## config.mk

```make
export PLATFORM = sky130hd
export DESIGN_NAME = three_axis_step_interpolator_unit
export DESIGN_NICKNAME = d
export VERILOG_FILES = /design/src/rtl/tasi_pkg.sv /design/src/rtl/three_axis_step_interpolator_unit.sv /design/src/rtl/tasi_planner.sv /design/src/rtl/tasi_stepper.sv
export SDC_FILE = /design/constraint.sdc
export NUM_CORES = 2
export LEC_CHECK = 0
export BUFFER_PORTS_ARGS = -buffer_cell sky130_fd_sc_hd__buf_2
export CORE_AREA = 3 3 334 336
export DETAILED_ROUTE_END_ITERATION = 7
export DIE_AREA = 0 0 337 339
export PLACE_DENSITY = 0.69
export SKIP_CTS_REPAIR_TIMING = 1
export SKIP_LAST_GASP = 1
export SYNTH_ARGS = -nofsm -noshare
export SYNTH_HDL_FRONTEND = slang
export SYNTH_SLANG_ARGS = --single-unit
```

## constraint.sdc

```tcl
create_clock -name clk -period 13.5 [get_ports clk]
set_input_delay 3.375 -clock clk [delete_from_list [all_inputs] [get_ports clk]]
set_output_delay 3.375 -clock clk [all_outputs]
set_load 0.02 [all_outputs]
```

## src/rtl/tasi_pkg.sv

```systemverilog
// Shared types, constants and helpers of the three-axis step interpolator.
package tasi_pkg;

	localparam int POS_W      = 32;
	localparam int DIST_W     = POS_W + 1;
	localparam int REM_W      = POS_W + 2;
	localparam int COORD_W    = 32;
	localparam int IVAL_W     = 16;
	localparam int OP_W       = 2;
	localparam int NUM_AXES   = 3;
	localparam int IN_DATA_W  = ((3 * COORD_W + 3 + 7) / 8) * 8;
	localparam int OUT_DATA_W = ((7 + 3 * COORD_W + 7) / 8) * 8;

	localparam logic [IVAL_W-1:0] IVAL_RESET = IVAL_W'(500);

	typedef logic [POS_W-1:0]   pos_t;
	typedef logic [DIST_W-1:0]  dist_t;
	typedef logic [REM_W-1:0]   rem_t;
	typedef logic [COORD_W-1:0] coord_t;

	typedef enum logic [1:0] {
		AXIS_X = 2'd0,
		AXIS_Y = 2'd1,
		AXIS_Z = 2'd2
	} axis_t;

	typedef enum logic [1:0] {
		MODE_IDLE     = 2'd0,
		MODE_MOVE     = 2'd1,
		MODE_HOME_ALL = 2'd2,
		MODE_HOME_X   = 2'd3
	} mode_t;

	typedef enum logic [OP_W-1:0] {
		OP_TICK     = 2'd0,
		OP_MOVE     = 2'd1,
		OP_HOME_ALL = 2'd2,
		OP_HOME_X   = 2'd3
	} op_t;

	// Move state right after the first step period of a new move
	typedef struct packed {
		logic [NUM_AXES-1:0]  dir;
		dist_t [NUM_AXES-1:0] span;
		axis_t                major;
		logic                 active;
		logic [NUM_AXES-1:0]  step;
		dist_t [NUM_AXES-1:0] cnt;
		rem_t [1:0]           rem;
	} tasi_plan_t;

	// Outcome of one step period of a running move
	typedef struct packed {
		logic                 done;
		logic [NUM_AXES-1:0]  step;
		dist_t [NUM_AXES-1:0] cnt;
		rem_t [1:0]           rem;
	} tasi_period_t;

	// Minor axes of a given major axis, in X, Y, Z order
	function automatic axis_t minor_axis(input axis_t major, input logic second);
		axis_t res;
		case (major)
			AXIS_X: res = second ? AXIS_Z : AXIS_Y;
			AXIS_Y: res = second ? AXIS_Z : AXIS_X;
			default: res = second ? AXIS_Y : AXIS_X;
		endcase
		return res;
	endfunction

endpackage

```

## src/rtl/three_axis_step_interpolator_unit.sv

```systemverilog
// Top level of the three-axis step interpolator: handshake, state and result register.
//
//  channel   direction  handshake                  payload
//  s_axis    in         s_axis_tvalid/tready       tuser: operation; tdata: targets, limits
//  m_axis    out        m_axis_tvalid/tready       tdata: steps, dirs, busy, positions
//  cfg       in         cfg_valid/cfg_ready        cfg_data: step_interval
//
// One item is one tick. An item passes the input register and then the result
// register; one item a cycle sustained while the output is not stalled, with
// the state update between the two registers.
// arst_n clears the axis state, idles the block and loads step_interval 500.
// A stalled output holds the result and the input register; the input side
// keeps taking items until the input register is full.
module three_axis_step_interpolator_unit (
	input  logic                                clk,
	input  logic                                arst_n,
	input  logic                                s_axis_tvalid,
	output logic                                s_axis_tready,
	// [31:0] target_x, [63:32] target_y, [95:64] target_z,
	// [96] limit_x_open, [97] limit_y_open, [98] limit_z_open, rest zero
	input  logic [tasi_pkg::IN_DATA_W-1:0]      s_axis_tdata,
	// [1:0] operation
	input  logic [tasi_pkg::OP_W-1:0]           s_axis_tuser,
	output logic                                m_axis_tvalid,
	input  logic                                m_axis_tready,
	// [0] step_x, [1] step_y, [2] step_z, [3] dir_x, [4] dir_y, [5] dir_z,
	// [6] busy_res, [38:7] pos_x, [70:39] pos_y, [102:71] pos_z, rest zero
	output logic [tasi_pkg::OUT_DATA_W-1:0]     m_axis_tdata,
	input  logic                                cfg_valid,
	output logic                                cfg_ready,
	input  logic [tasi_pkg::IVAL_W-1:0]         cfg_data
);
	import tasi_pkg::*;

	// Input register
	logic                   valid_s1;
	op_t                    op_s1;
	coord_t [NUM_AXES-1:0]  tgt_s1;
	logic [NUM_AXES-1:0]    lim_s1;

	// Block state
	logic [IVAL_W-1:0]      ival_cfg_q;
	pos_t [NUM_AXES-1:0]    pos_q;
	logic [NUM_AXES-1:0]    dir_q;
	dist_t [NUM_AXES-1:0]   dist_q;
	dist_t [NUM_AXES-1:0]   cnt_q;
	rem_t [1:0]             rem_q;
	axis_t                  major_q;
	mode_t                  mode_q;
	logic [IVAL_W-1:0]      ival_q;

	// Result register
	logic                   out_valid_q;
	logic [OUT_DATA_W-1:0]  out_data_q;

	// Next values
	pos_t [NUM_AXES-1:0]    pos_n;
	logic [NUM_AXES-1:0]    dir_n;
	dist_t [NUM_AXES-1:0]   dist_n;
	dist_t [NUM_AXES-1:0]   cnt_n;
	rem_t [1:0]             rem_n;
	axis_t                  major_n;
	mode_t                  mode_n;
	logic [IVAL_W-1:0]      ival_n;
	logic [NUM_AXES-1:0]    step_n;

	logic                   adv;
	logic                   period_due;
	logic [IVAL_W-1:0]      ival_reload;
	mode_t                  home_mode;
	logic [NUM_AXES-1:0]    home_sel;
	logic [NUM_AXES-1:0]    home_step;
	logic                   home_done;
	logic                   home_apply;

	tasi_plan_t             plan;
	tasi_period_t           per;

	tasi_planner u_planner (
		.target (tgt_s1),
		.pos    (pos_q),
		.plan   (plan)
	);

	tasi_stepper u_stepper (
		.span  (dist_q),
		.cnt   (cnt_q),
		.rem   (rem_q),
		.major (major_q),
		.per   (per)
	);

	// Handshake: advance when the result register is free or being drained
	assign adv           = valid_s1 && (!out_valid_q || m_axis_tready);
	assign s_axis_tready = !valid_s1 || adv;
	assign m_axis_tvalid = out_valid_q;
	assign m_axis_tdata  = out_data_q;
	assign cfg_ready     = 1'b1;

	// Period timing and homing selection
	assign period_due  = (ival_q == '0);
	assign ival_reload = (ival_cfg_q == '0) ? '0 : (ival_cfg_q - 1'b1);
	assign home_mode   = (mode_q == MODE_IDLE) ?
		((op_s1 == OP_HOME_X) ? MODE_HOME_X : MODE_HOME_ALL) : mode_q;
	assign home_sel    = (home_mode == MODE_HOME_X) ? 3'b001 : 3'b111;
	assign home_step   = home_sel & lim_s1;
	assign home_done   = (home_step == '0);

	// Next mode
	always_comb begin
		mode_n = mode_q;
		case (mode_q)
			MODE_IDLE: begin
				case (op_s1)
					OP_MOVE:     mode_n = plan.active ? MODE_MOVE : MODE_IDLE;
					OP_HOME_ALL: mode_n = home_done ? MODE_IDLE : MODE_HOME_ALL;
					OP_HOME_X:   mode_n = home_done ? MODE_IDLE : MODE_HOME_X;
					default:     mode_n = MODE_IDLE;
				endcase
			end
			MODE_MOVE: begin
				if (period_due && per.done) mode_n = MODE_IDLE;
			end
			MODE_HOME_ALL, MODE_HOME_X: begin
				if (period_due && home_done) mode_n = MODE_IDLE;
			end
			default: mode_n = MODE_IDLE;
		endcase
	end

	// Datapath: commands, step periods and position update
	always_comb begin
		dir_n      = dir_q;
		dist_n     = dist_q;
		cnt_n      = cnt_q;
		rem_n      = rem_q;
		major_n    = major_q;
		ival_n     = ival_q;
		step_n     = '0;
		home_apply = 1'b0;

		case (mode_q)
			MODE_IDLE: begin
				case (op_s1)
					OP_MOVE: begin
						dir_n   = plan.dir;
						dist_n  = plan.span;
						major_n = plan.major;
						cnt_n   = plan.cnt;
						rem_n   = plan.rem;
						step_n  = plan.step;
						ival_n  = plan.active ? ival_reload : '0;
					end
					OP_HOME_ALL, OP_HOME_X: home_apply = 1'b1;
					default: ival_n = ival_q;
				endcase
			end
			MODE_MOVE: begin
				if (period_due) begin
					if (!per.done) begin
						step_n = per.step;
						cnt_n  = per.cnt;
						rem_n  = per.rem;
						ival_n = ival_reload;
					end else begin
						ival_n = '0;
					end
				end else begin
					ival_n = ival_q - 1'b1;
				end
			end
			MODE_HOME_ALL, MODE_HOME_X: begin
				if (period_due) begin
					home_apply = 1'b1;
				end else begin
					ival_n = ival_q - 1'b1;
				end
			end
			default: ival_n = '0;
		endcase

		// Homing steps negative; when all switches close, homed axes go to zero
		if (home_apply) begin
			step_n = home_step;
			ival_n = home_done ? '0 : ival_reload;
			for (int a = 0; a < NUM_AXES; a++) begin
				if (home_sel[a]) dir_n[a] = home_done;
			end
		end

		for (int a = 0; a < NUM_AXES; a++) begin
			if (home_apply && home_done && home_sel[a]) begin
				pos_n[a] = '0;
			end else if (step_n[a]) begin
				pos_n[a] = dir_n[a] ? (pos_q[a] + 1'b1) : (pos_q[a] - 1'b1);
			end else begin
				pos_n[a] = pos_q[a];
			end
		end
	end

	// Input register control
	always_ff @(posedge clk or negedge arst_n) begin
		if (!arst_n) begin
			valid_s1 <= 1'b0;
		end else if (s_axis_tvalid && s_axis_tready) begin
			valid_s1 <= 1'b1;
		end else if (adv) begin
			valid_s1 <= 1'b0;
		end
	end

	// Input register payload
	always_ff @(posedge clk) begin
		if (s_axis_tvalid && s_axis_tready) begin
			op_s1  <= op_t'(s_axis_tuser);
			tgt_s1 <= s_axis_tdata[NUM_AXES*COORD_W-1:0];
			lim_s1 <= s_axis_tdata[NUM_AXES*COORD_W +: NUM_AXES];
		end
	end

	// Step interval register
	always_ff @(posedge clk or negedge arst_n) begin
		if (!arst_n) begin
			ival_cfg_q <= IVAL_RESET;
		end else if (cfg_valid && cfg_ready) begin
			ival_cfg_q <= cfg_data;
		end
	end

	// Axis and sequencing state, updated once per item
	always_ff @(posedge clk or negedge arst_n) begin
		if (!arst_n) begin
			pos_q   <= '0;
			dir_q   <= '1;
			dist_q  <= '0;
			cnt_q   <= '0;
			rem_q   <= '0;
			major_q <= AXIS_X;
			mode_q  <= MODE_IDLE;
			ival_q  <= '0;
		end else if (adv) begin
			pos_q   <= pos_n;
			dir_q   <= dir_n;
			dist_q  <= dist_n;
			cnt_q   <= cnt_n;
			rem_q   <= rem_n;
			major_q <= major_n;
			mode_q  <= mode_n;
			ival_q  <= ival_n;
		end
	end

	// Result register control
	always_ff @(posedge clk or negedge arst_n) begin
		if (!arst_n) begin
			out_valid_q <= 1'b0;
		end else if (adv) begin
			out_valid_q <= 1'b1;
		end else if (m_axis_tready) begin
			out_valid_q <= 1'b0;
		end
	end

	// Result register payload
	always_ff @(posedge clk) begin
		if (adv) begin
			out_data_q <= {
				{(OUT_DATA_W - 7 - 3 * COORD_W){1'b0}},
				COORD_W'(pos_n[2]), COORD_W'(pos_n[1]), COORD_W'(pos_n[0]),
				(mode_n != MODE_IDLE), dir_n, step_n
			};
		end
	end

endmodule

```

## src/rtl/tasi_planner.sv

```systemverilog
// Move planner: distances, directions, major axis and the first step period.
module tasi_planner (
	input  tasi_pkg::coord_t [tasi_pkg::NUM_AXES-1:0] target,
	input  tasi_pkg::pos_t [tasi_pkg::NUM_AXES-1:0]   pos,
	output tasi_pkg::tasi_plan_t                      plan
);
	import tasi_pkg::*;

	pos_t [NUM_AXES-1:0]  tw;
	dist_t [NUM_AXES-1:0] diff;
	dist_t [NUM_AXES-1:0] mag;
	axis_t                major;
	axis_t                mn;
	dist_t                dm;

	always_comb begin
		// Signed distance per axis, then magnitude and direction
		for (int a = 0; a < NUM_AXES; a++) begin
			tw[a]   = POS_W'($signed(target[a]));
			diff[a] = {tw[a][POS_W-1], tw[a]} - {pos[a][POS_W-1], pos[a]};
			mag[a]  = diff[a][DIST_W-1] ? (DIST_W'(0) - diff[a]) : diff[a];
		end

		// Pick the major axis: X wins ties, then Z over Y
		if (mag[0] >= mag[1] && mag[0] >= mag[2]) begin
			major = AXIS_X;
		end else if (mag[2] >= mag[0] && mag[2] >= mag[1]) begin
			major = AXIS_Z;
		end else begin
			major = AXIS_Y;
		end
		dm = mag[major];
		mn = AXIS_X;

		plan.major  = major;
		plan.span   = mag;
		plan.active = (dm != '0);
		plan.step   = '0;
		plan.cnt    = '0;
		plan.rem    = '0;
		for (int a = 0; a < NUM_AXES; a++) begin
			plan.dir[a] = ~diff[a][DIST_W-1];
		end

		// First period from zero counts: a minor steps only if it ties the major
		plan.step[major] = plan.active;
		plan.cnt[major]  = DIST_W'(plan.active);
		for (int k = 0; k < 2; k++) begin
			mn = minor_axis(major, 1'(k));
			if (plan.active) begin
				if (mag[mn] == dm) begin
					plan.step[mn] = 1'b1;
					plan.cnt[mn]  = DIST_W'(1);
				end else begin
					plan.rem[k] = REM_W'(mag[mn]);
				end
			end
		end
	end

endmodule

```

## src/rtl/tasi_stepper.sv

```systemverilog
// One step period of a running move: major step and minor remainder tests.
module tasi_stepper (
	input  tasi_pkg::dist_t [tasi_pkg::NUM_AXES-1:0] span,
	input  tasi_pkg::dist_t [tasi_pkg::NUM_AXES-1:0] cnt,
	input  tasi_pkg::rem_t [1:0]                     rem,
	input  tasi_pkg::axis_t                          major,
	output tasi_pkg::tasi_period_t                   per
);
	import tasi_pkg::*;

	rem_t  sum;
	axis_t mn;
	dist_t dm;

	always_comb begin
		dm       = span[major];
		sum      = '0;
		mn       = AXIS_X;
		per.done = (cnt[major] >= dm);
		per.step = '0;
		per.cnt  = cnt;
		per.rem  = rem;

		// Advance the major axis, then test each minor axis remainder
		if (!per.done) begin
			per.cnt[major]  = cnt[major] + 1'b1;
			per.step[major] = 1'b1;
			for (int k = 0; k < 2; k++) begin
				mn  = minor_axis(major, 1'(k));
				sum = rem[k] + REM_W'(span[mn]);
				if (sum >= REM_W'(dm)) begin
					per.rem[k]  = sum - REM_W'(dm);
					per.cnt[mn] = cnt[mn] + 1'b1;
					per.step[mn] = 1'b1;
				end else begin
					per.rem[k] = sum;
				end
			end
		end
	end

endmodule
```

==> out/qor.log <==
INFO  detailed_routing dr_total_vias=56000
INFO  setup_path     timing.critical_path.to_type=flop
INFO  setup_path     crit_path_max_incr_delay=0.63ns
INFO  global_route   gr-total-overflow=0
INFO  logic_synthesis synth.distinct_cells=109
INFO  setup_path     critical_path.max_fanout=51
INFO  logic_synthesis synthesis.yosys.warnings=0
INFO  sta            holdWs=0.486ns
INFO  logic_synthesis synth.cell_area=0.0566mm2
INFO  logic_synthesis ys_async_sr_fraction=66.4%
INFO  clock_tree     cts_tree=built
INFO  logic_synthesis synth-edff-count=204
INFO  min_path       hold_path_class=flop to flop
INFO  sta            layout_min_cycle_time=12.16ns
INFO  status         run_status=finished clean
INFO  sta            setup_repair_after_global_routing_missed_its_margin=false
INFO  layout         design.final.nets=7787
INFO  clock_tree     cts-buffers-inserted=75
INFO  global_route   maximum_number_of_pins_on_one_net_before_global_route_repair=130
INFO  clock_tree     cts.path.max_buffers=3
INFO  logic_synthesis synth.yosys.seq_area_share=28.7%
INFO  logic_synthesis synthXorXnorAreaFrac=6.53%
INFO  detailed_routing drt_iter0_drc=5844
INFO  floorplan      die-height=339um
INFO  clock_tree     cts.root.buffer_cell=clkbuf_16
INFO  detailed_routing drt.antenna.violating_nets=0
INFO  place          place.port_buffers=226
INFO  sta            maximum_clock_skew_at_final_layout=0.0314ns
INFO  sta            layout_worst_path_cycle_share=90.1%
INFO  logic_synthesis synth_ff_type=dfrtp_1
INFO  detailed_routing drt_pre_antenna_iters=6
INFO  setup_path     worst_path_most_repeated_cell=a21o_1
INFO  logic_synthesis syn_avg_cell_area=7.95um2
INFO  clock_tree     clock_sink_count=607
INFO  global_route   grt_pass1_wl=308000um
INFO  logic_synthesis netlist_instances=7113
INFO  floorplan      i_o_pin_cnt=234
INFO  sta            timing.max_slew.rel_slack=16.7%
INFO  sta            final_max_slew_viol_count=0
INFO  flow_run       max-cap-violations=0
INFO  sta            tns=0ns
INFO  global_route   antenna_violations_before_repair=3
INFO  logic_synthesis post_synth_fa_ha_maj_area_fraction=10.3%
INFO  sta            setup_viol=0
INFO  sta            fmax=0.0822GHz
INFO  detailed_routing routed_wirelength=200000um
INFO  detailed_routing via_per_inst=6.46
INFO  setup_path     timing.critical_path.arrival=12.56ns
INFO  logic_synthesis synth.net_count=7699
INFO  place          place_area=0.0594mm2
INFO  floorplan      initial_utilization=52.0%
INFO  layout         signed_area_change_from_the_synthesized_netlist_to_the_final_layout=9.69%
INFO  floorplan      dieWidth=337um
INFO  setup_path     timing.setup.critical_path_class=flop to flop
INFO  sta            tightestPinTransition=1.25ns
INFO  global_route   grt_pass1_vias=52600
INFO  floorplan      core-area=0.109mm2
INFO  sta            hold_viol_final=0
INFO  logic_synthesis synth_simple_gate_area_share=20.0%
INFO  detailed_routing routed_wire_length_per_instance=23.0um
INFO  layout         layout-drive-gt1-share=9.72%
INFO  layout         final_cell_area=0.0620mm2
INFO  floorplan      die_area=0.114mm2
INFO  global_route   groute.usage.overall=33.9%
INFO  clock_tree     cts.clk_slew.worst_paths=0.06ns
INFO  place          detailed_place_hpwl=145000um
INFO  layout         fillers=10000
INFO  setup_path     worst_setup_path_start_kind=flop
INFO  clock_tree     skew_pair_late_insertion_delay=0.67ns
INFO  logic_synthesis synth_top_family_by_area=compound AO/OA/AOI/OAI gates
INFO  setup_path     cp_data_required_time=13.89ns
INFO  detailed_routing post-route-drc-count=0
INFO  logic_synthesis postSynthRegisterBits=607
INFO  floorplan      fp-row-count=121
INFO  logic_synthesis synth_mux_area_share=3.78%
INFO  place          place.gp.congestion=1.02
INFO  clock_tree     cts.htree.levels=3
INFO  logic_synthesis synth_compound_gate_area_share=25.6%
INFO  setup_path     crit_slowest_cell=a2111oi_0
-- worst paths after layout --
check,startpoint,to,slack [ns],cells after the start
setup / recovery,pos_q[64]$_DFFE_PN0P_,m_axis_tdata[39]$_DFFE_PP_,1.34,41
hold / removal,dir_q[2]$_DFFE_PN1P_,dir_q[2]$_DFFE_PN1P_,0.49,2
setup reg to reg,pos_q[64]$_DFFE_PN0P_,m_axis_tdata[39]$_DFFE_PP_,1.34,41
hold reg to reg,dir_q[2]$_DFFE_PN1P_,dir_q[2]$_DFFE_PN1P_,0.49,2
max in group asynchronous,arst_n,pos_q[44]$_DFFE_PN0P_,8.44,3
min in group asynchronous,arst_n,cnt_q[12]$_DFFE_PN0P_,2.78,1
-- metal layers --
layer | part of all wire, % | up-vias | global-route usage (%)
met5 | 0 | - | 0
met4 | 5.3 | 0 | 16.1
met3 | 8.9 | 538 | 5.54
met2 | 44 | 2685 | 52.4
met1 | 42 | 26600 | 46.3
li1 | - | 26200 | -
-- cells in the mapped netlist (all sizes together) (55+ instances only) --
| cell | count | share of area (%) |
|---|---|---|
| nand2 | 796 | 5.3 |
| o21ai | 700 | 6.2 |
| a21oi | 614 | 5.5 |
| nor2 | 586 | 3.9 |
| ha | 449 | 9.9 |
| dfrtp | 394 | 17 |
| inv | 349 | 2.3 |
| nand3 | 305 | 2.7 |
| xnor2 | 287 | 4.4 |
| clkbuf | 263 | 1.8 |
| edfxtp | 204 | 11 |
| nor3 | 180 | 1.6 |
| mux2i | 144 | 2.5 |
| xor2 | 133 | 2.1 |
| buf | 110 | 1.0 |
| a21o | 98 | 1.3 |
| a22o | 84 | 1.3 |
| nor2b | 80 | 0.88 |
| o21a | 77 | 1.0 |
| or3 | 66 | 0.73 |
| o211ai | 65 | 0.86 |
| a31oi | 64 | 0.72 |
| mux2 | 62 | 1.2 |
| a211oi | 61 | 0.84 |
| nand4 | 61 | 0.71 |
| nor4 | 56 | 0.66 |
| nand2b | 55 | 0.61 |
-- flip-flops by register name (all words and copies together), names as in the netlist --
name	flops
m_axis_tdata	103
valid_s1	1
mode_q	2
tgt_s1	96
dir_q	3
rem_q	68
cnt_q	99
m_axis_tvalid	1
ival_q	16
lim_s1	3
ival_cfg_q	16
dist_q	99
op_s1	2
major_q	2
pos_q	96
-- cell type report --
| type | instances | area [um2] | area share, % |
|---|---|---|---|
| multi-input combinational | 5784 | 37700 | 60.7 |
| sequential | 607 | 16200 | 26.2 |
| timing repair buffer | 384 | 2430 | 3.91 |
| clock buffer | 100 | 2070 | 3.34 |
| tap | 1414 | 1770 | 2.85 |
| inverter | 349 | 1320 | 2.12 |
| clock inverter | 36 | 551 | 0.887 |
| antenna | 1 | 2.50 | 0.00403 |
-- cells in the final DEF (no fill, tap or decap), drive strengths merged, types with 55 or more instances in the layout --
cell type	n
nand2	796
o21ai	700
a21oi	614
nor2	586
ha	449
dfrtp	394
buf	384
inv	352
nand3	305
xnor2	287
edfxtp	204
nor3	180
mux2i	144
xor2	133
clkbuf	100
a21o	98
a22o	84
nor2b	80
o21a	77
or3	66
o211ai	65
a31oi	64
mux2	62
nand4	61
a211oi	61
nor4	56
nand2b	55
-- worst max-delay path: cells and delay by family, from the launching register on --
kind                     cells  cell delay (ns)
adder cells (fa/ha/maj)      3             1.01
AND/OR/NAND/NOR             11             3.60
XOR/XNOR                     1             0.14
AO/OA/AOI/OAI               20             5.24
flip-flops                   1             0.50
buffers and inverters        6             1.35
-- logic make-up (layout without fill, tap and decap cells) --
group	Yosys count	in the layout
buffers and inverters	722	869
adder cells (fa/ha/maj)	461	461
XOR/XNOR	420	420
multiplexers	206	206
AND/OR/NAND/NOR	2415	2415
other	2	3
AO/OA/AOI/OAI	2280	2280
flip-flops	607	607
-- through the flow --
step                instances  setup WS (ns)  utilization, %
floorplan                7113           2.35               -
global placement         8538           1.79            54.6
detailed placement       8538           1.67            54.6
CTS                      8674           1.62            57.0
global route             8675          0.777            57.0
finish                   8675           1.34            57.0
Power is left out: the tool's default activity adds up to more than one toggle a clock period on the data nets, which glitch-free logic cannot reach.
